==> config.mk <==
export PLATFORM = sky130hd
export DESIGN_NAME = dcls_logstep
export DESIGN_NICKNAME = d
export VERILOG_FILES = /design/src/design/diode_clipper_log_shaper_core_defines.svh /design/src/design/dcls_pkg.sv /design/src/design/dcls_logstep.sv
export SDC_FILE = /design/constraint.sdc
export NUM_CORES = 2
export LEC_CHECK = 0
export BUFFER_PORTS_ARGS = -buffer_cell sky130_fd_sc_hd__buf_2
export CELL_PAD_IN_SITES_DETAIL_PLACEMENT = 0
export CELL_PAD_IN_SITES_GLOBAL_PLACEMENT = 1
export CORE_ASPECT_RATIO = 0.75
export CORE_UTILIZATION = 46
export CTS_CLUSTER_DIAMETER = 50
export DETAILED_ROUTE_END_ITERATION = 8
export PLACE_DENSITY = 0.84
export SYNTH_ARGS = -nofsm -noshare
export SYNTH_HDL_FRONTEND = slang
export SYNTH_SLANG_ARGS = --single-unit
==> constraint.sdc <==
create_clock -name clk -period 9.6 [get_ports clk]
set_input_delay 1.92 -clock clk [delete_from_list [all_inputs] [get_ports clk]]
set_output_delay 1.92 -clock clk [all_outputs]
set_load 0.02 [all_outputs]
==> src/design/diode_clipper_log_shaper_core_defines.svh <==
// Assertion macros used by the asserting file of the clipper core.
// Each macro samples on posedge clk and is disabled while rst_n is low.
`ifndef DIODE_CLIPPER_LOG_SHAPER_CORE_DEFINES_SVH
`define DIODE_CLIPPER_LOG_SHAPER_CORE_DEFINES_SVH

`ifndef ASSERT_OFF

// Check a condition at every clock edge.
`define DCLS_ASSERT_ALWAYS(lbl, cond) \
  lbl: assert property (@(posedge clk) disable iff (!rst_n) (cond)) \
    else $error("assertion failed: invariant");

// Check that a condition implies another in the same cycle.
`define DCLS_ASSERT_IMPLY(lbl, ante, cons) \
  lbl: assert property (@(posedge clk) disable iff (!rst_n) (ante) |-> (cons)) \
    else $error("assertion failed: implication");

`else

`define DCLS_ASSERT_ALWAYS(lbl, cond)
`define DCLS_ASSERT_IMPLY(lbl, ante, cons)

`endif

`endif

==> src/design/dcls_pkg.sv <==
`timescale 1ns / 1ps

package dcls_pkg;

  localparam int LOG_FRAC = 24;   // fraction bits of the log2 result
  localparam int M_W      = 32;   // Q1.31 mantissa
  localparam int INT_W    = 6;    // integer part of log2, 0..32
  localparam int DRV_W    = 48;   // drive_scale width
  localparam int DRV_HALF = 24;   // drive_scale split point
  localparam int OSC_W    = 24;   // out_scale width
  localparam int LN_W     = 34;   // ln result, Q.28
  localparam int Y_W      = 58;   // scaled result, Q.48
  localparam int CFG_IDX_W = 1;

  localparam logic [31:0]      LN2_Q32         = 32'd2977044472;
  localparam logic [OSC_W-1:0] OUT_SCALE_RST   = 24'd47489;
  localparam logic [DRV_W-1:0] DRIVE_SCALE_RST = 48'd26006349218;

  localparam logic [CFG_IDX_W-1:0] CFG_OUT_SCALE   = 1'b0;
  localparam logic [CFG_IDX_W-1:0] CFG_DRIVE_SCALE = 1'b1;

  // Per-stage control that travels with each sample.
  typedef struct packed {
    logic vld;
    logic last;
    logic byp;   // zero or negative sample: pass through
  } ctl_t;

endpackage

==> src/design/dcls_logstep.sv <==
`timescale 1ns / 1ps

module dcls_logstep
  import dcls_pkg::*;
#(
  parameter int SAMPLE_WIDTH = 24
) (
  input  logic                    clk,
  input  logic                    rst_n,
  input  logic                    en,
  input  ctl_t                    in_ctl,
  input  logic [SAMPLE_WIDTH-1:0] in_raw,
  input  logic [M_W-1:0]          in_m,
  input  logic [INT_W-1:0]        in_ip,
  input  logic [LOG_FRAC-1:0]     in_frac,
  output ctl_t                    out_ctl,
  output logic [SAMPLE_WIDTH-1:0] out_raw,
  output logic [M_W-1:0]          out_m,
  output logic [INT_W-1:0]        out_ip,
  output logic [LOG_FRAC-1:0]     out_frac
);

  ctl_t                    ctl_r;
  logic [SAMPLE_WIDTH-1:0] raw_r;
  logic [M_W-1:0]          m_r, m_nxt;
  logic [INT_W-1:0]        ip_r;
  logic [LOG_FRAC-1:0]     frac_r, frac_nxt;
  logic [2*M_W-1:0]        sq;
  logic [M_W:0]            t;

  // square, and halve when the square reaches 2.0
  always_comb begin
    sq       = {{M_W{1'b0}}, in_m} * {{M_W{1'b0}}, in_m};
    t        = sq[2*M_W-1:M_W-1];
    m_nxt    = t[M_W] ? t[M_W:1] : t[M_W-1:0];
    frac_nxt = {in_frac[LOG_FRAC-2:0], t[M_W]};
  end

  always_ff @(posedge clk) begin
    if (!rst_n) begin
      ctl_r <= '0;
    end else if (en) begin
      ctl_r <= in_ctl;
    end
  end

  always_ff @(posedge clk) begin
    if (en) begin
      raw_r  <= in_raw;
      m_r    <= m_nxt;
      ip_r   <= in_ip;
      frac_r <= frac_nxt;
    end
  end

  assign out_ctl  = ctl_r;
  assign out_raw  = raw_r;
  assign out_m    = m_r;
  assign out_ip   = ip_r;
  assign out_frac = frac_r;

endmodule

==> results.sh <==
export IMPL_design_area_mm2=0.0365
export IMPL_critPathKind="in2reg"
export IMPL_maxCapViolations=0
export IMPL_first_pass_iters=5
export IMPL_ys_seq_area_frac=0.0822
export IMPL_dieHeight_um=231
export IMPL_placed_area_mm2=0.0362
export IMPL_synth_top_cell_by_area="fa_1"
export IMPL_min_path_cells=2
export IMPL_cts_buffer_depth=2
export IMPL_grt_overflow=0
export IMPL_wl_um=81300
export IMPL_path_clk_slew_ns=0.07
export IMPL_cts_max_level=3
export IMPL_fmax_mhz=107
export IMPL_globalRouteTotalUtil=0.242
export IMPL_yosysWarningCount=0
export IMPL_syn_nets=4458
export IMPL_syn_area_mm2=0.0321
export IMPL_arrival_ns=9.43
export IMPL_gp_congestion=0.922
export IMPL_grt_pass1_wl_um=133000
export IMPL_final_common_cell="inv_1"
export IMPL_numCtsBuffers=9
export IMPL_synthToLayoutAreaGrowth_pct=13.6
export IMPL_clock_latency_ns=0.33
export IMPL_vias_per_cell=4.84
export IMPL_period_share=0.973
export IMPL_status="complete, no violations"
export IMPL_setup_tns_ns=0
export IMPL_drtAntennaViolNets=0
export IMPL_drcViolationCount=0
export IMPL_slew_viol_final=0
export IMPL_final_layout_size_suffix_gt1_frac=0.148
export IMPL_clock_sinks=89
export IMPL_endpoint_kind="flip-flop"
export IMPL_period_needed_ns=9.34
export IMPL_ys_flop_type="edfxtp_1"
export IMPL_ctsHoldBuffers=0
export IMPL_place_port_buffers=179
export IMPL_grt_pass1_vias=24400
export IMPL_wl_per_cell_um=17.7
export IMPL_num_vias=22200
export IMPL_holdCritPathClass="reg2reg"
export IMPL_cts_root_buf="clkbuf_16"
export IMPL_synthArstFlopShare=0
export IMPL_synth_seq_cells=89
export IMPL_synth_cell_type_count=61
export IMPL_core_region_area_mm2=0.0687
export IMPL_finalSetupViolations=0
export IMPL_std_cell_rows=83
export IMPL_skew_ns=0
export IMPL_synthTopCellsByArea="fa_1, ha_1, inv_1"
export IMPL_synth_edff_count=86
export IMPL_cts_tree="yes"
export IMPL_dp_hpwl_um=72800
export IMPL_final_cell_mix="inv_1, fa_1, ha_1"
export IMPL_critPathLaunchType="input pin"
export IMPL_grt_max_degree=80
export IMPL_start_util=0.468
export IMPL_reg2reg_depth=2
export IMPL_antenna_found_initial=2
export IMPL_slew_limit_headroom=0.335
export IMPL_synthCells=3275
export IMPL_synth_top_area_frac=0.493
export IMPL_io_pins=181
export IMPL_dieWidth_um=307
export IMPL_rsz0062_at_grt="false"
export IMPL_avgSynthCellArea_um2=9.82
export IMPL_finalHoldViolCount=0
export IMPL_fin_nets=4829
export IMPL_dieArea_mm2=0.0710
export IMPL_required_ns=9.69
export IMPL_worst_pin_slew_ns=0.997
export IMPL_drt_iter0_drc=1311
export IMPL_critPathMaxFanout=10
==> cell families (layout without fill, tap and decap cells) <==
| kind of cell | after synthesis | count (layout) | synth area share |
|---|---|---|---|
| buffers and inverters | 1098 | 1474 | 0.129 |
| adder cells (fa/ha/maj) | 1091 | 1091 | 0.609 |
| AND/OR/NAND/NOR | 661 | 661 | 0.101 |
| AO/OA/AOI/OAI | 218 | 218 | 0.0441 |
| flip-flops | 89 | 89 | 0.0822 |
| XOR/XNOR | 81 | 81 | 0.0223 |
| multiplexers | 37 | 37 | 0.0124 |
| other | 0 | 1 | 0 |
==> critical path, stage by stage <==
cell,delay [ns]
buf_2,0.21
buf_4,0.19
buf_4,0.16
and2_1,0.20
fa_1,0.53
inv_1,0.06
fa_1,0.50
fa_1,0.54
fa_1,0.52
inv_1,0.05
fa_1,0.57
fa_1,0.44
fa_1,0.49
inv_1,0.05
fa_1,0.47
inv_1,0.04
ha_1,0.28
buf_4,0.17
a21oi_1,0.22
o21ai_1,0.11
or2_0,0.30
a311oi_2,0.27
buf_4,0.19
o22ai_1,0.18
nor2b_1,0.20
o21ai_1,0.12
xor2_1,0.16
mux2_2,0.27
==> per-layer routing <==
| metal | track usage | vias to the layer above | part of all wire |
|---|---|---|---|
| met4 | 0.0277 | 4 | 0.011 |
| met1 | 0.360 | 11200 | 0.48 |
| met2 | 0.369 | 648 | 0.43 |
| li1 | - | 10400 | - |
| met5 | 0 | - | 0.00026 |
| met3 | 0.0578 | 44 | 0.085 |
==> what timing repair did <==
| action | 4_1_cts | 5_1_grt |
|---|---|---|
| setup endpoints to repair | 0 | 28 |
| gates resized for setup | 0 | 11 |
| setup buffers | 0 | 0 |
==> through the flow <==
stage                     setup slack [ns]  hold WS [ns]  instances  utilization
after floorplan                      0.434         0.589       3275            -
after global placement              -0.141         0.493       4570        0.526
after detailed placement            -0.203         0.500       4570        0.526
after CTS                            0.147         0.517       4586        0.531
after global routing              0.000319         0.565       4586        0.531
final                                0.258         0.515       4587        0.531
==> sequential cells by signal, summed over array words and instances, names as in the netlist <==
register / count
out_m: 32
out_frac: 24
out_raw: 24
out_ip: 6
out_ctl: 3
==> Yosys cell counts, types with 6 or more instances <==
cell type  instances
a31oi_1           12
nor3_1             9
nand4_1           16
mux2_2            15
nor2_1            59
o211ai_1          12
a21o_1            31
o21ai_1            6
clkbuf_1         112
xor2_1            39
nand2_1          296
xnor2_1           41
edfxtp_1          86
fa_1             791
or2_2              7
ha_1             300
o21ai_0           27
nor2b_1           14
and2_1           227
a31o_2            10
and3_1             7
inv_1            978
nand3_1            6
mux2i_1           18
or3_1              6
a21oi_1           69
o21bai_1          16
==> final timing paths <==
kind                                   end        from  slack, ns
worst max-delay path             out_m[27]    in_m[10]       0.26
worst min-delay path            out_ctl[2]  out_ctl[2]       0.51
worst min register to register  out_ctl[2]  out_ctl[2]       0.51
worst max register to register  out_ctl[1]  out_ctl[1]       8.98
==> cell type report <==
class                   count  area [um^2]
multi-input cells        2088        25400
diodes                      1         2.50
inverters                 979         3670
clock inverters             7         85.1
clock buffers               9          225
well taps                 935         1170
flip-flops and latches     89         2640
fillers                  6213        32200
repair buffers            479         3310
Power is left out: the tool's default activity adds up to more than one toggle a clock period on the data nets, which glitch-free logic cannot reach.
