<file path="src/design/diode_clipper_log_shaper_core_defines.svh">
// Assertion macros used by the asserting file of the clipper core.
// Each macro samples on posedge clk and is disabled while rst_n is low.
`ifndef DIODE_CLIPPER_LOG_SHAPER_CORE_DEFINES_SVH
`define DIODE_CLIPPER_LOG_SHAPER_CORE_DEFINES_SVH

`ifndef ASSERT_OFF

// Check a condition at every clock edge.
`define DCLS_ASSERT_ALWAYS(lbl, cond) \
  lbl: assert property (@(posedge clk) disable iff (!rst_n) (cond)) \
    else $error("assertion failed: invariant");

// Check that a condition implies another in the same cycle.
`define DCLS_ASSERT_IMPLY(lbl, ante, cons) \
  lbl: assert property (@(posedge clk) disable iff (!rst_n) (ante) |-> (cons)) \
    else $error("assertion failed: implication");

`else

`define DCLS_ASSERT_ALWAYS(lbl, cond)
`define DCLS_ASSERT_IMPLY(lbl, ante, cons)

`endif

`endif

</file>
<file path="src/design/dcls_pkg.sv">
`timescale 1ns / 1ps

package dcls_pkg;

  localparam int LOG_FRAC = 24;   // fraction bits of the log2 result
  localparam int M_W      = 32;   // Q1.31 mantissa
  localparam int INT_W    = 6;    // integer part of log2, 0..32
  localparam int DRV_W    = 48;   // drive_scale width
  localparam int DRV_HALF = 24;   // drive_scale split point
  localparam int OSC_W    = 24;   // out_scale width
  localparam int LN_W     = 34;   // ln result, Q.28
  localparam int Y_W      = 58;   // scaled result, Q.48
  localparam int CFG_IDX_W = 1;

  localparam logic [31:0]      LN2_Q32         = 32'd2977044472;
  localparam logic [OSC_W-1:0] OUT_SCALE_RST   = 24'd47489;
  localparam logic [DRV_W-1:0] DRIVE_SCALE_RST = 48'd26006349218;

  localparam logic [CFG_IDX_W-1:0] CFG_OUT_SCALE   = 1'b0;
  localparam logic [CFG_IDX_W-1:0] CFG_DRIVE_SCALE = 1'b1;

  // Per-stage control that travels with each sample.
  typedef struct packed {
    logic vld;
    logic last;
    logic byp;   // zero or negative sample: pass through
  } ctl_t;

endpackage

</file>
<file path="src/design/dcls_back.sv">
`timescale 1ns / 1ps

module dcls_back
  import dcls_pkg::*;
#(
  parameter int SAMPLE_WIDTH = 24
) (
  input  logic                    clk,
  input  logic                    rst_n,
  input  logic                    en,
  input  ctl_t                    in_ctl,
  input  logic [SAMPLE_WIDTH-1:0] in_raw,
  input  logic [INT_W-1:0]        in_ip,
  input  logic [LOG_FRAC-1:0]     in_frac,
  input  logic [OSC_W-1:0]        out_scale,
  output ctl_t                    out_ctl,
  output logic [SAMPLE_WIDTH-1:0] out_sample
);

  localparam int F    = SAMPLE_WIDTH - 2;
  localparam int LB_W = INT_W + LOG_FRAC;
  localparam int PR_W = LB_W + 32;

  localparam logic [PR_W-1:0] LN_RND = {{(PR_W-1){1'b0}}, 1'b1} << 27;
  localparam logic [Y_W:0]    Y_RND  = {{Y_W{1'b0}}, 1'b1} << (47 - F);
  localparam logic [SAMPLE_WIDTH-1:0] MAXV = {1'b0, {(SAMPLE_WIDTH-1){1'b1}}};

  // stage A: multiply by ln 2
  ctl_t                    ca_r;
  logic [SAMPLE_WIDTH-1:0] rawa_r;
  logic [LN_W-1:0]         lnq_r, lnq_nxt;
  logic [LB_W-1:0]         lbits;
  logic [PR_W-1:0]         lprod;

  always_comb begin
    lbits   = {in_ip, in_frac};
    lprod   = {32'd0, lbits} * {{LB_W{1'b0}}, LN2_Q32} + LN_RND;
    lnq_nxt = lprod[PR_W-1:28];
  end

  // stage B: multiply by out_scale
  ctl_t                    cb_r;
  logic [SAMPLE_WIDTH-1:0] rawb_r;
  logic [Y_W-1:0]          y_r, y_nxt;

  assign y_nxt = {{OSC_W{1'b0}}, lnq_r} * {{LN_W{1'b0}}, out_scale};

  // stage C: round, saturate, pick bypass
  ctl_t                    cc_r;
  logic [SAMPLE_WIDTH-1:0] res_r, res_nxt;
  logic [Y_W:0]            ysum;
  logic                    ovf;

  always_comb begin
    ysum = {1'b0, y_r} + Y_RND;
    ovf  = |ysum[Y_W:49];
    if (cb_r.byp) begin
      res_nxt = rawb_r;
    end else if (ovf) begin
      res_nxt = MAXV;
    end else begin
      res_nxt = {1'b0, ysum[48 -: SAMPLE_WIDTH-1]};
    end
  end

  always_ff @(posedge clk) begin
    if (!rst_n) begin
      ca_r <= '0;
      cb_r <= '0;
      cc_r <= '0;
    end else if (en) begin
      ca_r <= in_ctl;
      cb_r <= ca_r;
      cc_r <= cb_r;
    end
  end

  always_ff @(posedge clk) begin
    if (en) begin
      rawa_r <= in_raw;
      lnq_r  <= lnq_nxt;
      rawb_r <= rawa_r;
      y_r    <= y_nxt;
      res_r  <= res_nxt;
    end
  end

  assign out_ctl    = cc_r;
  assign out_sample = res_r;

endmodule

</file>
<file path="config.mk">
export PLATFORM = sky130hd
export DESIGN_NAME = dcls_back
export DESIGN_NICKNAME = d
export VERILOG_FILES = /design/src/design/diode_clipper_log_shaper_core_defines.svh /design/src/design/dcls_pkg.sv /design/src/design/dcls_back.sv
export SDC_FILE = /design/constraint.sdc
export NUM_CORES = 2
export LEC_CHECK = 0
export BUFFER_PORTS_ARGS = -buffer_cell sky130_fd_sc_hd__buf_2
export CAP_MARGIN = 20
export CORE_ASPECT_RATIO = 1.5
export CORE_MARGIN = 3
export CORE_UTILIZATION = 50
export DETAILED_ROUTE_END_ITERATION = 10
export PLACE_DENSITY_LB_ADDON = 0.2
export SLEW_MARGIN = 5
export SYNTH_ARGS = -nofsm -noshare
export SYNTH_HDL_FRONTEND = slang
export SYNTH_SLANG_ARGS = --single-unit
</file>
<file path="constraint.sdc">
create_clock -name clk -period 10.3 [get_ports clk]
set_input_delay 0.515 -clock clk [delete_from_list [all_inputs] [get_ports clk]]
set_output_delay 0.515 -clock clk [all_outputs]
set_load 0.05 [all_outputs]
</file>
==> qor.yml <==
routing:
  vias: 31900
  initialDrtViolationCount: 1551
  drcViolationCount: 0
  wl_per_cell_um: 21.4
  first_pass_iters: 5
  antenna_left: 0
  routed_wl_um: 127000
  viasPerCell: 5.39
sta:
  rsz0062_at_grt: "no"
  period_share: 0.831
  timing.fmax_ghz: 0.117
  slew_viol_final: 0
  post-route-min-period_ns: 8.56
  setup_tns_ns: 0
  holdWs_ns: 0.217
  setup_viol: 0
  tightest_slew_ns: 1.07
  finalClockSkew_ns: 0.0320
  hold_violations: 0
  maxSlewHeadroom: 0.285
floorplanning:
  die_h_um: 376
  die_w_um: 253
  io-pin-count: 111
  num_rows: 135
  core_um2: 90400
  initial_core_util: 0.505
  die_area_um2: 95100
placed_design:
  post-place-cells: 5894
  gp_congestion: 0.973
  hpwl_um: 106000
  io_buffers: 110
  place_area_um2: 47400
synthesis:
  synth_cell_types: 79
  synth-seq-area-share: 0.0953
  yosysTopAreaCell: "fa_1"
  synth_common_cells: "inv_1 (1211), fa_1 (1038), nand2_1 (658)"
  synth_cells: 4743
  synth-main-ff-cell: "edfxtp_1"
  yosys_warnings: 0
  syn_area_um2: 45700
  syn_avg_cell_area_um2: 9.63
  mappedNetlistNets: 6371
  synth.area.top_cells: "fa_1 (46%), ha_1 (14%), inv_1 (10%)"
  postSynth.asyncResetShare: 0
  synth.most_common_cell: "inv_1"
  synth.top_cell.area_share: 0.455
  synth_edf_count: 139
  ys_ff_latch: 148
clocking:
  post_cts_resized: 0
  cts_setup_buffers: 0
  cts_tree: "done"
  clk_latency_ns: 0.47
  numCtsBuffers: 17
  htreeDepth: 4
  cts_hold_buf: 0
  cts_max_path_buffers: 2
  clk_pin_slew_worst_paths_ns: 0.08
  clock_sinks: 148
  clk_root_buffer_cell: "clkbuf_16"
worst_hold_path:
  min_path_type: "in2reg"
  holdPathEnd: "rawa_r[17]"
  hold_depth: 1
  worstHoldStart: "in_raw[17]"
critical_path:
  worstPathArrival_ns: 8.74
  reg2regPathDepth: 26
  cp-end-kind: "register"
  cp_max_fo: 9
  reg2reg_slack_ns: 2.01
  r2r-start: "lnq_r[12]"
  worstPathRequired_ns: 10.48
  start_kind: "input pin"
  critPathKind: "in2reg"
  r2r_end: "y_r[57]"
grt:
  grt_usage: 0.279
  grt-ovfl-total: 0
  grt_pass1_vias: 35800
  grt_start_max_net_pins: 78
  antenna_found_initial: 6
  grt_pass1_wl_um: 200000
cells_and_area:
  fillers: 8335
  multiInputGateArea_um2: 36100
  design_area_um2: 48000
  final_cells: 5930
  final_layout_size_suffix_gt1_frac: 0.0460
  regArea_um2: 4350
  area_growth_pct: 5.08
  final_nets: 6377
run_status:
  status: "finished clean"
job:
  cap_violations: 0
==> layout by cell type (no fill, tap or decap), types with 54 or more instances in the layout <==
cell,instances
a21oi_1,123
fa_1,1038
buf_4,54
ha_1,506
edfxtp_1,139
nor2_1,67
xnor2_1,63
inv_1,1211
buf_2,109
and2_1,262
nand2_1,658
==> state kept, by name (all words and copies together), names as in the netlist <==
register    cells
ca_r            3
cb_r            3
lnq_r          34
out_ctl         3
out_sample     24
rawa_r         24
rawb_r         24
y_r            33
==> metal layers <==
layer	track usage	part of all wire
met1	0.305	0.35
met2	0.518	0.54
met3	0.0341	0.042
met4	0.159	0.069
met5	0	0.00021
==> metrics by stage <==
step / util / setup slack, ns
global placement: 0.524 / 1.36
finish: 0.531 / 1.74
floorplan: - / 2.30
CTS: 0.531 / 1.70
detailed placement: 0.524 / 1.23
global route: 0.531 / 1.15
==> worst max path at each step <==
stage	to	start	slack (ns)	cells past startpoint
floorplan	lnq_r[29]	in_frac[17]	2.30	28
global placement	lnq_r[33]	in_frac[12]	1.36	28
detailed placement	lnq_r[33]	in_frac[23]	1.23	28
CTS	lnq_r[33]	in_frac[23]	1.70	28
global route	lnq_r[32]	in_ip[1]	1.15	28
finish	lnq_r[33]	in_frac[23]	1.74	28
==> worst max-delay path, cell delays in order <==
cell	delay (ns)
buf_2	0.15
inv_1	0.44
fa_1	0.59
fa_1	0.51
inv_1	0.05
fa_1	0.50
inv_1	0.05
fa_1	0.48
inv_1	0.05
fa_1	0.48
fa_1	0.50
fa_1	0.49
inv_1	0.05
fa_1	0.48
inv_1	0.05
ha_1	0.46
nand4_1	0.20
nor2_1	0.19
nand3_1	0.11
o31ai_2	0.39
o21ai_2	0.17
o21ai_0	0.47
a41o_1	0.30
xor2_1	0.32
nand4b_1	0.21
nor3_1	0.25
nand3_1	0.13
xnor2_1	0.14
==> logic make-up (layout without fill, tap and decap cells) <==
| logic type | Yosys count | count (layout) | share of synthesized area |
|---|---|---|---|
| compound gates | 337 | 337 | 0.0465 |
| fa+ha+maj | 1544 | 1544 | 0.594 |
| buf+inv | 1389 | 1408 | 0.115 |
| simple gates | 1200 | 1200 | 0.125 |
| other cells | 0 | 4 | 0 |
| flops | 148 | 148 | 0.0953 |
| xor+xnor | 116 | 116 | 0.0224 |
| mux | 9 | 9 | 0.00197 |
==> cell type report <==
type	count	area share
Timing Repair Buffer	164	0.0201
Tap cell	1164	0.0303
Clock inverter	15	0.00339
Inverter	1212	0.0948
Sequential cell	148	0.0907
Multi-Input combinational cell	3206	0.752
Antenna cell	4	0.000209
Clock buffer	17	0.00887
Power is not shown: default switching activity piles up to over one toggle a cycle in this logic, so the estimate is an artifact.
