## src/design/diode_clipper_log_shaper_core_defines.svh

```systemverilog
// Assertion macros used by the asserting file of the clipper core.
// Each macro samples on posedge clk and is disabled while rst_n is low.
`ifndef DIODE_CLIPPER_LOG_SHAPER_CORE_DEFINES_SVH
`define DIODE_CLIPPER_LOG_SHAPER_CORE_DEFINES_SVH

`ifndef ASSERT_OFF

// Check a condition at every clock edge.
`define DCLS_ASSERT_ALWAYS(lbl, cond) \
  lbl: assert property (@(posedge clk) disable iff (!rst_n) (cond)) \
    else $error("assertion failed: invariant");

// Check that a condition implies another in the same cycle.
`define DCLS_ASSERT_IMPLY(lbl, ante, cons) \
  lbl: assert property (@(posedge clk) disable iff (!rst_n) (ante) |-> (cons)) \
    else $error("assertion failed: implication");

`else

`define DCLS_ASSERT_ALWAYS(lbl, cond)
`define DCLS_ASSERT_IMPLY(lbl, ante, cons)

`endif

`endif

```

## src/design/dcls_pkg.sv

```systemverilog
`timescale 1ns / 1ps

package dcls_pkg;

  localparam int LOG_FRAC = 24;   // fraction bits of the log2 result
  localparam int M_W      = 32;   // Q1.31 mantissa
  localparam int INT_W    = 6;    // integer part of log2, 0..32
  localparam int DRV_W    = 48;   // drive_scale width
  localparam int DRV_HALF = 24;   // drive_scale split point
  localparam int OSC_W    = 24;   // out_scale width
  localparam int LN_W     = 34;   // ln result, Q.28
  localparam int Y_W      = 58;   // scaled result, Q.48
  localparam int CFG_IDX_W = 1;

  localparam logic [31:0]      LN2_Q32         = 32'd2977044472;
  localparam logic [OSC_W-1:0] OUT_SCALE_RST   = 24'd47489;
  localparam logic [DRV_W-1:0] DRIVE_SCALE_RST = 48'd26006349218;

  localparam logic [CFG_IDX_W-1:0] CFG_OUT_SCALE   = 1'b0;
  localparam logic [CFG_IDX_W-1:0] CFG_DRIVE_SCALE = 1'b1;

  // Per-stage control that travels with each sample.
  typedef struct packed {
    logic vld;
    logic last;
    logic byp;   // zero or negative sample: pass through
  } ctl_t;

endpackage

```

## src/design/dcls_front.sv

```systemverilog
`timescale 1ns / 1ps

module dcls_front
  import dcls_pkg::*;
#(
  parameter int SAMPLE_WIDTH = 24
) (
  input  logic                    clk,
  input  logic                    rst_n,
  input  logic                    en,
  input  ctl_t                    in_ctl,
  input  logic [SAMPLE_WIDTH-1:0] in_raw,
  input  logic [DRV_W-1:0]        drive_scale,
  output ctl_t                    out_ctl,
  output logic [SAMPLE_WIDTH-1:0] out_raw,
  output logic [M_W-1:0]          out_m,
  output logic [INT_W-1:0]        out_ip
);

  localparam int F    = SAMPLE_WIDTH - 2;
  localparam int S_W  = SAMPLE_WIDTH - 1;
  localparam int P_W  = S_W + DRV_HALF;
  localparam int A_W  = SAMPLE_WIDTH + 48;
  localparam int NCH  = (A_W + 15) / 16;
  localparam int AP   = NCH * 16;
  localparam int CS_W = $clog2(NCH);
  localparam int LZ_W = CS_W + 4;

  localparam logic [A_W-1:0]  ONE     = {{(A_W-1){1'b0}}, 1'b1} << (F + 16);
  localparam logic [LZ_W-1:0] IP_BASE = LZ_W'(AP - 17 - F);
  localparam logic [CS_W-1:0] C_TOP   = CS_W'(NCH - 1);

  // stage 1: partial products
  ctl_t                    c1_r;
  logic [SAMPLE_WIDTH-1:0] raw1_r;
  logic [P_W-1:0]          t1_r, t2_r, t1_nxt, t2_nxt;
  logic [S_W-1:0]          s;

  assign s      = in_raw[S_W-1:0];
  assign t1_nxt = {{DRV_HALF{1'b0}}, s} * {{S_W{1'b0}}, drive_scale[DRV_HALF-1:0]};
  assign t2_nxt = {{DRV_HALF{1'b0}}, s} * {{S_W{1'b0}}, drive_scale[DRV_W-1:DRV_HALF]};

  // stage 2: 1 + x*drive_scale
  ctl_t                    c2_r;
  logic [SAMPLE_WIDTH-1:0] raw2_r;
  logic [A_W-1:0]          a_r, a_nxt;

  assign a_nxt = {1'b0, t2_r, {DRV_HALF{1'b0}}} + A_W'(t1_r) + ONE;

  // stage 3: coarse normalize by 16-bit chunks
  ctl_t                    c3_r;
  logic [SAMPLE_WIDTH-1:0] raw3_r;
  logic [AP-1:0]           a_pad, ac_r, ac_nxt;
  logic [CS_W-1:0]         csel, cl_r, cl_nxt;

  assign a_pad = AP'(a_r);

  always_comb begin
    csel = '0;
    for (int k = 0; k < NCH; k++) begin
      if (a_pad[k*16 +: 16] != 16'd0) csel = CS_W'(k);
    end
    cl_nxt = C_TOP - csel;
    ac_nxt = a_pad << {cl_nxt, 4'd0};
  end

  // stage 4: fine normalize inside the top chunk
  ctl_t                    c4_r;
  logic [SAMPLE_WIDTH-1:0] raw4_r;
  logic [M_W-1:0]          m_r, m_nxt;
  logic [INT_W-1:0]        ip_r, ip_nxt;
  logic [3:0]              fsh;
  logic [AP-1:0]           an;
  logic [LZ_W-1:0]         ipw;

  always_comb begin
    fsh = 4'd0;
    for (int i = 0; i < 16; i++) begin
      if (ac_r[AP-16+i]) fsh = 4'(15 - i);
    end
    an     = ac_r << fsh;
    m_nxt  = an[AP-1 -: M_W];
    ipw    = IP_BASE - {cl_r, fsh};
    ip_nxt = ipw[INT_W-1:0];
  end

  always_ff @(posedge clk) begin
    if (!rst_n) begin
      c1_r <= '0;
      c2_r <= '0;
      c3_r <= '0;
      c4_r <= '0;
    end else if (en) begin
      c1_r <= in_ctl;
      c2_r <= c1_r;
      c3_r <= c2_r;
      c4_r <= c3_r;
    end
  end

  always_ff @(posedge clk) begin
    if (en) begin
      raw1_r <= in_raw;
      t1_r   <= t1_nxt;
      t2_r   <= t2_nxt;
      raw2_r <= raw1_r;
      a_r    <= a_nxt;
      raw3_r <= raw2_r;
      ac_r   <= ac_nxt;
      cl_r   <= cl_nxt;
      raw4_r <= raw3_r;
      m_r    <= m_nxt;
      ip_r   <= ip_nxt;
    end
  end

  assign out_ctl = c4_r;
  assign out_raw = raw4_r;
  assign out_m   = m_r;
  assign out_ip  = ip_r;

endmodule

```

## config.mk

```make
export PLATFORM = sky130hd
export DESIGN_NAME = dcls_front
export DESIGN_NICKNAME = d
export VERILOG_FILES = /design/src/design/diode_clipper_log_shaper_core_defines.svh /design/src/design/dcls_pkg.sv /design/src/design/dcls_front.sv
export SDC_FILE = /design/constraint.sdc
export NUM_CORES = 2
export LEC_CHECK = 0
export BUFFER_PORTS_ARGS = -buffer_cell sky130_fd_sc_hd__clkbuf_2
export CORE_AREA = 2 2 482 484
export CTS_CLUSTER_SIZE = 30
export DETAILED_ROUTE_END_ITERATION = 7
export DIE_AREA = 0 0 484 486
export HOLD_SLACK_MARGIN = 0.06
export RECOVER_POWER = 100
export SETUP_SLACK_MARGIN = 0.3
export SYNTH_ARGS = -nofsm -noshare
export SYNTH_HDL_FRONTEND = slang
export SYNTH_SLANG_ARGS = --single-unit
export TNS_END_PERCENT = 100
```

## constraint.sdc

```tcl
create_clock -name clk -period 9.1 [get_ports clk]
set_input_delay 1.365 -clock clk [delete_from_list [all_inputs] [get_ports clk]]
set_output_delay 1.365 -clock clk [all_outputs]
set_load 0.05 [all_outputs]
```

==> results by stage <==
Outcome:
- The flow ran to the end, but the final reports show violations.
- The checks that failed: max-capacitance violations, max-slew violations.

Synthesis:
- Of the post-synthesis cell area, the dominant cell type holds 34.9%.
- The dominant synthesized flop cell is edfxtp_1.
- The count of unique library cells instantiated by Yosys is 76.
- Yosys attributes the largest share of cell area to fa_1 (35%), edfxtp_1 (20%), ha_1 (9.4%).
- Counting every net in the synthesized netlist gives approximately 6.7k.
- In this run, synthesis produced a sequential element count of 361.
- For this run, the register share of the synthesized area comes to around a fifth.
- Counting flops with a built-in enable in the synthesized netlist gives 349.
- The mean instance size in the synthesized netlist is 10.0 sq um.
- The async set-reset flop share out of synthesis is 0%.
- The area of the mapped netlist is between 0.05 and 0.06 sq mm.
- The post-synthesis cell type with the largest combined area is fa_1.
- The cell count after synthesis is 5271.
- For this run, the number of Yosys warnings is 0.

Finish:
- In the layout the commonest cells are inv_1 (1066), fa_1 (919), nand2_1 (732), and2_1 (487), ha_1 (393).
- The fraction of layout instances using a drive strength above 1 is 5.32%.
- For this run, the post-layout net count is approximately 6.7k.
- The library cell used most frequently in the layout, excluding fill and tap cells, is inv_1.
- The area added between synthesis and finish is 10.7%.

Clock tree:
- The number of gates resized after CTS was 0.
- After clock tree synthesis, the clock-pin slew on the worst setup and hold paths is 60 ps.
- Hold repair after CTS inserted 0 buffers.
- The clock drives 361 sinks.
- Clock latency on the worst-skew pair, taken at its later pin, is 630 ps.
- The CTS root buffer is clkbuf_16.
- The clock passes through at most 3 buffers.
- TritonCTS built the clock tree.
- Once the clock tree was built, the setup fixing pass inserted 0 buffers.
- In this run, CTS created clock tree buffers numbering 42.
- The count of H-tree levels built during CTS is 2.

STA:
- The clock period could shrink to 8340 ps.
- The number of pins exceeding their max-slew limit in the final report came to between 400 and 500.
- Setup repair after global routing left no endpoint under its margin.
- Setup total negative slack on the finished layout was measured at 0 ps.
- The number of endpoints with negative hold slack in the final report is 0.
- The upper clock frequency limit is 120 MHz.
- At the pin with the least slew margin, the transition time is 4320 ps.
- The worst clock skew is around 42 ps.
- Setup violations remaining at the end of the flow were counted as 0.
- The part of the cycle the worst path needs is 91.6%.
- The worst pin sits at a relative slew slack of -188%.

Detailed routing:
- The wire length reported by the detailed router is 145000 microns.
- The detailed-router iteration count before antenna repair is 5.
- The final routed wire length divided by cell count is 17.4 microns.
- The number of vias per cell is 4.41.
- The post-route antenna net violation count is 0.
- After detailed routing, the number of remaining DRC violations is 0.
- For this block, the initial DRC count from the detailed router was 2437.
- The total number of vias is 36.8k.

Worst setup path:
- The count of buffering cells on the critical path with inverters included is 5.
- The data arrival time of the critical path is 8700 ps.
- Counting stages on the worst path, the most repeated cell is fa_1.
- STA classifies the critical path endpoint as a register.
- The critical path is of the in -> reg type.
- Grouping stages by cell kind, the critical path spends the most delay in adder cells.
- In this run the worst path has a maximum fanout of 27.
- Traced cell by cell, the critical path runs through clkbuf_1 -> buf_4 -> nand2_1 -> fa_1 -> inv_1 -> fa_1 -> inv_1 -> fa_1 -> fa_1 -> fa_1 -> fa_1 -> inv_1 -> ha_1 -> ha_1 -> a21oi_1 -> o21bai_1 -> a21oi_1 -> nand2b_1 -> a21oi_1 -> nor3_1 -> o211a_1 -> or3_1.
- The cell with the largest stage delay on the worst path is clkbuf_1.
- The stage delay of the slowest cell on the critical path is around 1300 ps.
- The endpoint required time on the critical path is ~9500 ps.
- The worst setup path is launched from a primary input.

Floorplanning:
- The die outline area is 0.235 sq mm.
- The starting density of the core is 23.0%.
- After floorplanning, the core was sized to cover 0.229 sq mm.
- During I/O placement, the number of pins put on the boundary was roughly 140.
- In this run the horizontal extent of the chip is ~480 microns.
- The placement row count is 176.
- Measured along the y axis, the die boundary spans 486 microns.

Global routing:
- The via count of the first global-routing pass is roughly 39k.
- Entering global routing, the biggest net connects 148 pins.
- The global-route congestion overflow total is 0.
- The number of antenna violations at the first check in global routing is 25.
- The first global-routing pass estimated 230000 microns of wire.
- The total global-route track usage is about 12%.

Placed design:
- The port buffer count is ~140.
- The wire-length estimate of the detail-placed layout is 117000 microns.
- The congestion estimate from routability-driven global placement came to ~0.87.

Job:
- Max-cap violations in this run came to 6.

Worst hold path:
- The worst min-delay path class is reg -> reg.
## worst paths after layout
kind	start	endpoint	slack (ps)	cells after the start
worst max-delay path	in_raw[22]	t2_r[46]	760	22
worst max register to register	a_r[25]	ac_r[74]	2160	8
worst min-delay path	raw2_r[6]	raw3_r[6]	400	0
worst min register to register	raw2_r[6]	raw3_r[6]	400	0
## cell families after synthesis
kind of cell	Yosys count	share of synthesized area, %
xor+xnor	122	2.03
simple gates	1560	14.4
mux	92	3.13
fa+ha+maj	1313	44.3
buf+inv	1337	9.67
compound gates	486	6.13
flops	361	20.3
## flip-flops by register name, indices dropped and copies added, names as in the netlist, 6 cells and up
signal and flops:
t1_r 47, a_r 72, raw3_r 24, raw2_r 24
out_m 32, t2_r 47, raw1_r 24, out_ip 6
ac_r 47, out_raw 24
## stage by stage
step | hold WS (ps) | setup WS (ps) | util (%) | cells | cell area, sq um
floorplan | 400 | 1160 | - | 5271 | 52700
global placement | 401 | 471 | 24.8 | 8269 | 57000
detailed placement | 405 | 394 | 24.8 | 8269 | 57000
CTS | 405 | 1040 | 25.5 | 8346 | 58500
global route | 409 | 374 | 25.4 | 8352 | 58300
finish | 396 | 762 | 25.4 | 8353 | 58300
## synthesized netlist by cell type (28+ instances only)
| library cell | instances |
|---|---|
| xnor2_1 | 79 |
| a22oi_1 | 40 |
| fa_1 | 919 |
| nor3_1 | 29 |
| inv_1 | 1065 |
| a21oi_1 | 116 |
| clkbuf_1 | 244 |
| a211oi_1 | 28 |
| o21ai_0 | 66 |
| o22ai_1 | 36 |
| nand2_1 | 732 |
| nand3_1 | 34 |
| and2_1 | 509 |
| a21o_1 | 49 |
| ha_1 | 394 |
| edfxtp_1 | 349 |
| xor2_1 | 43 |
| mux4_2 | 32 |
| nor2_1 | 112 |
| nor2b_1 | 31 |
## metal layers
metal | GRT usage, % | routed length [microns] | vias up
met5 | 0 | 151 | -
met2 | 20.9 | 69000 | 1225
li1 | - | - | 16525
met4 | 4.04 | 4610 | 26
met1 | 15.9 | 61500 | 18779
met3 | 2.57 | 10100 | 259
## layout make-up
class / instances / area (sq um)
Timing Repair Buffer: 241 / 1430
Antenna cell: 7 / 17.5
Tap cell: 3026 / 3790
Clock inverter: 28 / 398
Inverter: 1068 / 4010
Multi-Input combinational cell: 3573 / 36900
Fill cell: 24382 / 171000
Sequential cell: 361 / 10700
Clock buffer: 49 / 1090
Power is not shown: default switching activity piles up to over one toggle a cycle in this logic, so the estimate is an artifact.
