==> config.mk <==
export PLATFORM = sky130hd
export DESIGN_NAME = dcls_outq
export DESIGN_NICKNAME = d
export VERILOG_FILES = /design/src/design/diode_clipper_log_shaper_core_defines.svh /design/src/design/dcls_outq.sv
export SDC_FILE = /design/constraint.sdc
export NUM_CORES = 1
export LEC_CHECK = 0
export BUFFER_PORTS_ARGS = -buffer_cell sky130_fd_sc_hd__buf_2
export CORE_ASPECT_RATIO = 1.1
export CORE_MARGIN = 4
export CORE_UTILIZATION = 30
export CTS_CLUSTER_DIAMETER = 150
export CTS_CLUSTER_SIZE = 10
export DETAILED_ROUTE_END_ITERATION = 6
export SLEW_MARGIN = 40
export SYNTH_ARGS = -nofsm -noshare
export SYNTH_HDL_FRONTEND = slang
export SYNTH_SLANG_ARGS = --single-unit
==> constraint.sdc <==
create_clock -name clk -period 2.55 [get_ports clk]
set_clock_uncertainty 0.15 [all_clocks]
set_input_delay 0 -clock clk [delete_from_list [all_inputs] [get_ports clk]]
set_output_delay 0 -clock clk [all_outputs]
set_load 0.1 [all_outputs]
==> src/design/diode_clipper_log_shaper_core_defines.svh <==
// Assertion macros used by the asserting file of the clipper core.
// Each macro samples on posedge clk and is disabled while rst_n is low.
`ifndef DIODE_CLIPPER_LOG_SHAPER_CORE_DEFINES_SVH
`define DIODE_CLIPPER_LOG_SHAPER_CORE_DEFINES_SVH

`ifndef ASSERT_OFF

// Check a condition at every clock edge.
`define DCLS_ASSERT_ALWAYS(lbl, cond) \
  lbl: assert property (@(posedge clk) disable iff (!rst_n) (cond)) \
    else $error("assertion failed: invariant");

// Check that a condition implies another in the same cycle.
`define DCLS_ASSERT_IMPLY(lbl, ante, cons) \
  lbl: assert property (@(posedge clk) disable iff (!rst_n) (ante) |-> (cons)) \
    else $error("assertion failed: implication");

`else

`define DCLS_ASSERT_ALWAYS(lbl, cond)
`define DCLS_ASSERT_IMPLY(lbl, ante, cons)

`endif

`endif

==> src/design/dcls_outq.sv <==
`timescale 1ns / 1ps

module dcls_outq #(
  parameter int SAMPLE_WIDTH = 24
) (
  input  logic                    clk,
  input  logic                    rst_n,
  input  logic                    push,
  input  logic [SAMPLE_WIDTH-1:0] push_sample,
  input  logic                    push_last,
  output logic                    full,
  output logic                    out_valid,
  input  logic                    out_stall,
  output logic [SAMPLE_WIDTH-1:0] out_sample,
  output logic                    out_last
);

  localparam int D_W = SAMPLE_WIDTH + 1;

  logic [D_W-1:0] ent0_r, ent0_nxt, ent1_r, ent1_nxt, din;
  logic [1:0]     cnt_r, cnt_nxt;
  logic           pop;

  assign din = {push_last, push_sample};
  assign pop = (cnt_r != 2'd0) && !out_stall;

  always_comb begin
    ent0_nxt = ent0_r;
    ent1_nxt = ent1_r;
    cnt_nxt  = cnt_r;
    if (pop && !push) begin
      ent0_nxt = ent1_r;
      cnt_nxt  = cnt_r - 2'd1;
    end else if (push && !pop) begin
      if (cnt_r == 2'd0) ent0_nxt = din;
      else ent1_nxt = din;
      cnt_nxt = cnt_r + 2'd1;
    end else if (push && pop) begin
      if (cnt_r == 2'd1) begin
        ent0_nxt = din;
      end else begin
        ent0_nxt = ent1_r;
        ent1_nxt = din;
      end
    end
  end

  always_ff @(posedge clk) begin
    if (!rst_n) begin
      cnt_r <= 2'd0;
    end else begin
      cnt_r <= cnt_nxt;
    end
  end

  always_ff @(posedge clk) begin
    ent0_r <= ent0_nxt;
    ent1_r <= ent1_nxt;
  end

  assign full       = (cnt_r == 2'd2);
  assign out_valid  = (cnt_r != 2'd0);
  assign out_sample = ent0_r[SAMPLE_WIDTH-1:0];
  assign out_last   = ent0_r[SAMPLE_WIDTH];

endmodule

==> results of run 1 <==
## synthesized netlist by cell type
master    instances
or3_1             1
dfxtp_1           2
mux2_2           23
edfxtp_1         50
o21ai_0           1
nand2_1           2
a21oi_1           1
mux2_1            2
a31oi_1           1
a21o_1            1
nor2_1            2
a21oi_4           1
inv_1             4
nor2_2            1
nor3b_1           1
and3_1            1
o211ai_1          1
nand3_1           2
ha_1              3
nand2b_1          1
buf_6             2
## state kept, by name (all words and copies together) (netlist names)
register  cells
ent0_r       25
cnt_r         2
ent1_r       25
## routing by layer
metal	part of all wire [%]	vias up	global-route usage [%]
met5	0	-	0
met4	0.68	0	2.77
met3	7.3	4	3.42
met2	46	41	14.9
met1	46	555	12.2
li1	-	575	-
## power breakdown
part / switching [mW] / internal, mW / leakage [nW]
sequential: 0.0268 / 1.08 / 0.490
combinational: 0.710 / 0.182 / 0.515
clock: 0.265 / 0.196 / 0.0414
total: 1.00 / 1.46 / 1.05
## cell type report
class / count / area (um^2) / share of cell area [%]
Clock buffer: 6 / 72.6 / 2.66
Clock inverter: 2 / 16.3 / 0.596
Inverter: 4 / 15.0 / 0.550
Multi-Input combinational cell: 45 / 425 / 15.6
Sequential cell: 52 / 1540 / 56.4
Tap cell: 80 / 100 / 3.66
Timing Repair Buffer: 84 / 561 / 20.5
## path summary, 6_finish.rpt
check / from / endpoint / slack [ns] / cells after the start
hold / removal: out_stall / cnt_r[0] / 0.06 / 4
setup reg to reg: cnt_r[0] / cnt_r[1] / 0.46 / 6
setup / recovery: cnt_r[0] / cnt_r[1] / 0.46 / 6
hold reg to reg: ent1_r[3] / ent0_r[3] / 0.39 / 1
## stage by stage
stage          hold WS (ns)  total power, mW  cell area [um^2]  instances
2_1_floorplan       -0.0511             1.86              2000        103
3_3_place_gp         0.0439             1.99              2370        238
3_5_place_dp         0.0413             2.00              2370        238
4_1_cts              0.0519             2.50              2730        273
5_1_grt              0.0868             2.57              2730        273
6_report             0.0607             2.46              2730        273
## critical path, stage by stage (launching register included)
cell	delay (ns)
dfxtp_1	0.34
inv_1	0.08
ha_1	0.28
or3_1	0.40
nand3_1	0.10
a31oi_1	0.08
dlygate4sd3_1	0.56
## repair_timing
item | CTS | global route
setup buffers | 0 | 0
hold endpoints to repair | 52 | 0
hold buffers | 27 | 0
## kinds of logic (layout without fill, tap and decap cells)
family          count (synthesis)  count (layout)  synth area share, %
flops                          52              52                 77.0
compound gates                  6               6                 2.37
fa+ha+maj                       3               3                 1.87
mux                            25              25                 14.1
simple gates                   11              11                 2.87
buf+inv                         6              96                 1.87
==> results by group, run 1 <==
Status
  • Status: finished, final reports clean

Place
  • Dpl hpwl: 2340 um
  • Pre-CTS setup slack: 0.495 ns
  • Gpl congestion: 0.800
  • Port Buffers: 55

Detailed routing
  • Detailed Route WL: 3690 um
  • Via density: 4.30
  • Routed wire per std cell: 13.5 um
  • DRC violation total after the first TritonRoute iteration: 99
  • Post-route ant nets: 0
  • Drt drc: 0
  • 1st-pass router iterations: 3
  • Vias: 1175

Synthesis
  • Yosys reg bits: 52
  • Synthesized netlist cell count: 103
  • Yosys top cell area share: 75.0%
  • Mapped Area: 0.00200 mm^2
  • Yosys synthesis warning count: 0
  • Post-synth top area cell: edfxtp_1
  • Syn Nets: 135
  • Area contributors post-synth: edfxtp_1 75%, mux2_2 13%, dfxtp_1 2.0%
  • Cell variety after synth: 21
  • Avg Synthesized Cell Area: 19.4 um^2
  • Seq/Total Area, Yosys: 77.0%

Floorplanning
  • FP Rows: 30
  • Die H: 93.7 um
  • Core Area: 0.00634 mm^2
  • Initial core utilization: 31.6%
  • Die ar.: 0.00805 mm^2
  • Top Ports: 56
  • Die width: 85.9 um

Pwr
  • PwrDens: 902 mW/mm^2
  • P_leak: 1.05 nW
  • Max VDD drop: 0.000462 V

Worst setup path
  • Crit. End Element: register
  • Critical path class: register to register
  • Crit Path Max Fanout: 6
  • Worst endpoint data arrival time: 2.14 ns
  • CP Launch Type: register
  • Worst path required time: 2.59 ns

Global routing
  • Congestion Overflow GR: 0
  • Initial antenna violation count: 0
  • Gr usage total: 9.48%
  • Largest net degree at the start of global routing: 26
  • First-pass GRT wire length: 5910 um
  • Vias in the first global route: 1223

Clocking
  • CTS tree: built
  • Htree depth: 2
  • Sink Count: 52
  • CTS buffer count: 5
  • Skew-Pair Late Insertion Delay: 0.30 ns
  • PostCTS Resize Cnt: 0
  • Clock Tree Root: clkbuf_8
  • Worst-path clk slew: 0.09 ns
  • Clk buf depth: 2

Layout
  • Commonest non-fill, non-tap cells in the layout: 55 x buf_2, 50 x edfxtp_1, 27 x dlygate4sd3_1
  • Share of cells above drive strength 1: 46.6%
  • Commonest non-fill, non-tap cell in the layout: buf_2
  • Final Core Density: 43.1%
  • Number of fill cells: 568
  • Diode count: 0
  • Syn-to-layout area delta: 36.4%
  • Total Nets Final: 224

STA
  • Relative slew slack: 60.1%
  • Slew Viols, Final: 0
  • Finish-stage setup viols: 0
  • TNS Setup: 0 ns
  • Hold Fails Final Rpt: 0
  • Achievable Freq: 478 MHz
  • Fin crit period: 2.09 ns
  • PnR worst setup slack: 0.457 ns
  • Slew @ Worst Pin: 0.598 ns
  • RSZ-0062 raised after global routing: false
  • Final period util: 82.1%

Worst hold path
  • HP Class: primary input to register

Flow run
  • Max Cap Viol: 0
Power figures use the tool's default switching activity.
==> inputs of run 2 (changes only) <==
- clock period: 2.55 -> 1.8 ns (I/O delays scaled with it)
==> results by group, run 2 (synthesized netlist as in run 1, its figures left out) <==
Pwr
  • P_int: 2.25 mW
  • Tot Pwr: 3.68 mW
  • Flop pwr share: 42.9%
  • PwrDens: 1290 mW/mm^2
  • Switching share of power: 38.7%
  • Comb power frac: 36.4%
  • Switch Pwr: 1.42 mW
  • P_leak: 1.08 nW
  • Max VDD drop: 0.000638 V
  • Clk network pwr share: 20.7%

Floorplanning
  • Die width: 85.9 um
  • Initial core utilization: 31.6%
  • Core Area: 0.00634 mm^2
  • Die ar.: 0.00805 mm^2
  • Die H: 93.7 um
  • Top Ports: 56
  • FP Rows: 30

Place
  • Port Buffers: 55
  • Pre-CTS setup slack: 0.00717 ns
  • Gpl congestion: 0.750
  • Cells after DPL: 240
  • Dpl hpwl: 2420 um

Clocking
  • Clock Tree Root: clkbuf_8
  • # Post-CTS Setup Buffers: 0
  • CTS tree: built
  • CTS buffer count: 5
  • Skew-Pair Late Insertion Delay: 0.29 ns
  • Worst-path clk slew: 0.09 ns
  • Sink Count: 52
  • Clk buf depth: 2
  • Htree depth: 2

Detailed routing
  • Vias: 1199
  • Detailed Route WL: 3760 um
  • Via density: 4.34
  • Routed wire per std cell: 13.6 um
  • DRC violation total after the first TritonRoute iteration: 59
  • 1st-pass router iterations: 4
  • Post-route ant nets: 0
  • Drt drc: 0

Global routing
  • First-pass GRT wire length: 6110 um
  • Vias in the first global route: 1232
  • Largest net degree at the start of global routing: 26
  • Congestion Overflow GR: 0
  • Gr usage total: 9.94%
  • Initial antenna violation count: 0

Worst hold path
  • Hold-critical path depth: 2
  • Hold endpoint: ent1_r[1]
  • HP Class: primary input to register
  • Hold_sp: push_sample[1]

STA
  • Achievable Freq: 577 MHz
  • Hold Fails Final Rpt: 0
  • Fin crit period: 1.73 ns
  • Slew Viols, Final: 0
  • Final period util: 96.3%
  • Min Hold Slack: 0.284 ns
  • Slew @ Worst Pin: 0.507 ns
  • Finish-stage setup viols: 0
  • PnR worst setup slack: 0.0671 ns
  • RSZ-0062 raised after global routing: true
  • Relative slew slack: 66.4%

Worst setup path
  • Worst R2R End: ent0_r[6]
  • Worst R2R Start: cnt_r[0]
  • Crit. End Element: register
  • Reg2Reg Depth: 6
  • Worst path required time: 1.70 ns
  • CP Launch Type: register
  • Worst endpoint data arrival time: 1.63 ns
  • Crit Path Max Fanout: 25
  • Critical Path Source: cnt_r[0]
  • Flop-to-flop setup slack: 0.07 ns
  • Critical path class: register to register

Flow run
  • Max Cap Viol: 0

Layout
  • Share of cells above drive strength 1: 50.5%
  • Total Nets Final: 227
  • Post-route insts no fill: 276
  • Diode count: 0
  • Top Registers: ent0_r (25), ent1_r (25), cnt_r (2)
  • Syn-to-layout area delta: 42.7%
  • Final Core Density: 45.0%
  • Number of fill cells: 551
  • Commonest non-fill, non-tap cell in the layout: buf_2
  • Commonest non-fill, non-tap cells in the layout: 55 x buf_2, 50 x edfxtp_1, 28 x dlygate4sd3_1

Status
  • Status: finished, final reports clean
-- run 2: cell types whose count changed in the layout (fill, tap and decap cells not counted), moves of 2 or more --
cell / before / now
buf_12: 0 / 3
dfxtp_2: 0 / 2
ha_4: 0 / 2
inv_4: 0 / 2
dfxtp_1: 2 / 0
clkinv_1: 0 / 2
ha_1: 3 / 1
inv_1: 4 / 1
-- run 2: critical path: stages, from the launching register on --
cell and delay (ns):
dfxtp_2 0.36, inv_4 0.08, ha_4 0.14, nor2_4 0.05, a21oi_4 0.16, buf_12 0.19
mux2_2 0.35
-- run 2: cell type report --
cell class	count	area, um^2	area share, %
clock buffer	5	68.8	2.41
clock inverter	3	37.5	1.31
inverter	4	23.8	0.832
multi-input combinational	45	460	16.1
sequential	52	1540	54.0
tap	80	100	3.50
timing repair buffer	87	623	21.8
-- run 2: through the flow --
stage | setup TNS [ns] | area (um^2)
after global placement | 0 | 2450
final | 0 | 2860
after global routing | -0.00102 | 2860
after floorplan | -0.926 | 2030
after detailed placement | 0 | 2450
after CTS | 0 | 2850
-- run 2: timing repair --
item                       4_1_cts  5_1_grt
hold buffers                    28        0
hold endpoints to repair        52        0
gates resized for setup          2        3
setup endpoints to repair        3       22
gates cloned                     0        0
-- run 2: power by group through the flow --
stage / sequential, mW / combinational, mW / clock [mW]
after floorplan: 2.33 / 0.335 / 0
after global placement: 1.60 / 1.29 / 0
after detailed placement: 1.61 / 1.29 / 0
after CTS: 1.58 / 1.34 / 0.800
after global routing: 1.59 / 1.40 / 0.853
final: 1.58 / 1.34 / 0.761
-- run 2: worst max-delay path by stage --
stage / endpoint / slack [ns] / cells past startpoint
finish: ent0_r[6] / 0.07 / 6
global route: ent0_r[6] / -0.001 / 6
CTS: ent0_r[11] / 0.02 / 6
detailed placement: ent0_r[16] / 0.007 / 6
global placement: ent0_r[13] / 0.03 / 6
floorplan: ent1_r[0] / -0.04 / 4
-- run 2: layer usage --
layer  GRT usage (%)  wire length (um)
met2            16.3              1740
met3            2.11               266
met1            12.7              1710
met4            3.96                43
met5               0                 0
==> inputs of run 3 (changes only) <==
- CTS_BUF_LIST: default -> sky130_fd_sc_hd__clkbuf_8
- GPL_TIMING_DRIVEN: default -> 0
==> results by group, run 3 (synthesized netlist as in run 1, its figures left out) <==
Worst setup path
  • Crit. End Element: register
  • CP Launch Type: register
  • Worst path required time: 1.71 ns
  • Slowest CP cell: dfxtp_2
  • Worst endpoint data arrival time: 1.69 ns
  • Worst R2R Start: cnt_r[1]
  • Crit-path cells: inv_4 -> ha_4 -> nor2_4 -> a21oi_4 -> buf_6 -> buf_8 -> mux2_4
  • Worst R2R End: ent0_r[4]
  • CP max stage delay: 0.35 ns
  • Critical path class: register to register
  • Crit Path Max Fanout: 5
  • Reg2Reg Depth: 7
  • Flop-to-flop setup slack: 0.02 ns

Floorplanning
  • Die ar.: 0.00805 mm^2
  • Die H: 93.7 um
  • Die width: 85.9 um
  • Core Area: 0.00634 mm^2
  • Top Ports: 56
  • FP Rows: 30
  • Initial core utilization: 31.6%

Layout
  • Syn-to-layout area delta: 49.8%
  • Diode count: 0
  • Total Nets Final: 235
  • Top Registers: ent0_r (25), ent1_r (25), cnt_r (2)
  • Post-route insts no fill: 284
  • Commonest non-fill, non-tap cell in the layout: buf_2
  • Commonest non-fill, non-tap cells in the layout: 55 x buf_2, 50 x edfxtp_1, 28 x dlygate4sd3_1
  • Post-route cell area: 0.00300 mm^2
  • Share of cells above drive strength 1: 54.4%

Detailed routing
  • DRC violation total after the first TritonRoute iteration: 102
  • Post-route ant nets: 0
  • Drt drc: 0
  • Vias: 1227
  • 1st-pass router iterations: 4
  • Routed wire per std cell: 13.8 um
  • Detailed Route WL: 3910 um
  • Via density: 4.32

Worst hold path
  • Hold endpoint: cnt_r[1]
  • Hold-critical path depth: 4
  • HP Class: primary input to register
  • Hold_sp: push

STA
  • Relative slew slack: 61.0%
  • PnR worst setup slack: 0.0183 ns
  • Slew Viols, Final: 0
  • Achievable Freq: 561 MHz
  • Hold Fails Final Rpt: 0
  • Fin crit period: 1.78 ns
  • Min Hold Slack: 0.0715 ns
  • RSZ-0062 raised after global routing: true
  • Slew @ Worst Pin: 0.584 ns
  • Finish-stage setup viols: 0
  • Final period util: 99.0%

Global routing
  • GR peak layer: met2
  • Largest net degree at the start of global routing: 26
  • Gr usage total: 10.4%
  • M1 GR Usage: 13.2%
  • Met3 Usage GRT: 2.02%
  • Congestion Overflow GR: 0
  • Grt met2 use: 16.8%
  • Vias in the first global route: 1305
  • First-pass GRT wire length: 6440 um
  • Initial antenna violation count: 0

Clocking
  • Clock Tree Root: clkbuf_8
  • Sink Count: 52
  • CTS tree: built
  • CTS buffer count: 5
  • Worst-path clk slew: 0.09 ns
  • Clk buf depth: 2
  • Htree depth: 2
  • Skew-Pair Late Insertion Delay: 0.30 ns

Place
  • Port Buffers: 55
  • Dpl hpwl: 2440 um
  • Cells after DPL: 238
  • Gpl congestion: 0.713
  • Placed cell area: 0.00240 mm^2
  • Pre-CTS setup slack: -0.161 ns

Pwr
  • P_int: 2.22 mW
  • Max VDD drop: 0.000631 V
  • Flop pwr share: 42.8%
  • Switching share of power: 40.0%
  • P_leak: 1.22 nW
  • Clk network pwr share: 17.5%
  • Comb power frac: 39.7%
  • Switch Pwr: 1.48 mW
  • Tot Pwr: 3.69 mW
  • PwrDens: 1230 mW/mm^2

Status
  • Status: finished, final reports clean

Flow run
  • Max Cap Viol: 0
[run 3: power by group through the flow]
stage / registers [mW] / logic (mW) / clock network, mW
global route: 1.59 / 1.53 / 0.732
floorplan: 2.33 / 0.335 / 0
global placement: 1.60 / 1.25 / 0
finish: 1.58 / 1.47 / 0.647
detailed placement: 1.60 / 1.26 / 0
CTS: 1.58 / 1.42 / 0.685
[run 3: how the worst max path moves through the flow]
stage / startpoint / to / slack, ns
after CTS: cnt_r[1] / ent0_r[1] / -0.02
after floorplan: cnt_r[0] / ent1_r[0] / -0.04
after global placement: cnt_r[1] / ent0_r[5] / -0.17
after detailed placement: cnt_r[1] / ent0_r[16] / -0.16
final: cnt_r[1] / ent0_r[4] / 0.02
after global routing: cnt_r[1] / ent0_r[4] / -0.06
[run 3: what timing repair did]
action / 4_1_cts / 5_1_grt
pin swaps: 3 / 2
hold buffers: 28 / 0
resized for setup: 23 / 20
endpoints found under the setup margin: 48 / 68
setup buffers: 7 / 1
gates cloned: 2 / 0
endpoints found under the hold margin: 52 / 0
[run 3: critical path: cells and delay by family (launching register included)]
kind	cells	cell delay, ns
buffers and inverters	3	0.36
muxes	1	0.29
adders and majority gates	1	0.16
AOI/OAI and AO/OA	1	0.18
and+or+nand+nor	1	0.05
DFF	1	0.35
[run 3: routing by layer]
| metal | wire (um) | vias up |
|---|---|---|
| li1 | - | 598 |
| met1 | 1710 | 584 |
| met2 | 1900 | 43 |
| met3 | 265 | 2 |
| met4 | 36 | 0 |
| met5 | 0 | - |
[run 3: final cells by class]
type / count / area [um^2]
sequential: 52 / 1550
multi-input combinational: 45 / 558
buffer: 2 / 30.0
timing repair buffer: 93 / 657
clock inverter: 3 / 17.5
fill: 539 / 3340
inverter: 4 / 23.8
tap: 80 / 100
clock buffer: 5 / 68.8
[run 3: metrics by stage]
step / utilization (%) / TNS [ns]
floorplan: - / -0.926
global placement: 37.9 / -3.96
detailed placement: 37.9 / -3.98
CTS: 46.1 / -0.0841
global route: 47.3 / -1.38
finish: 47.3 / 0
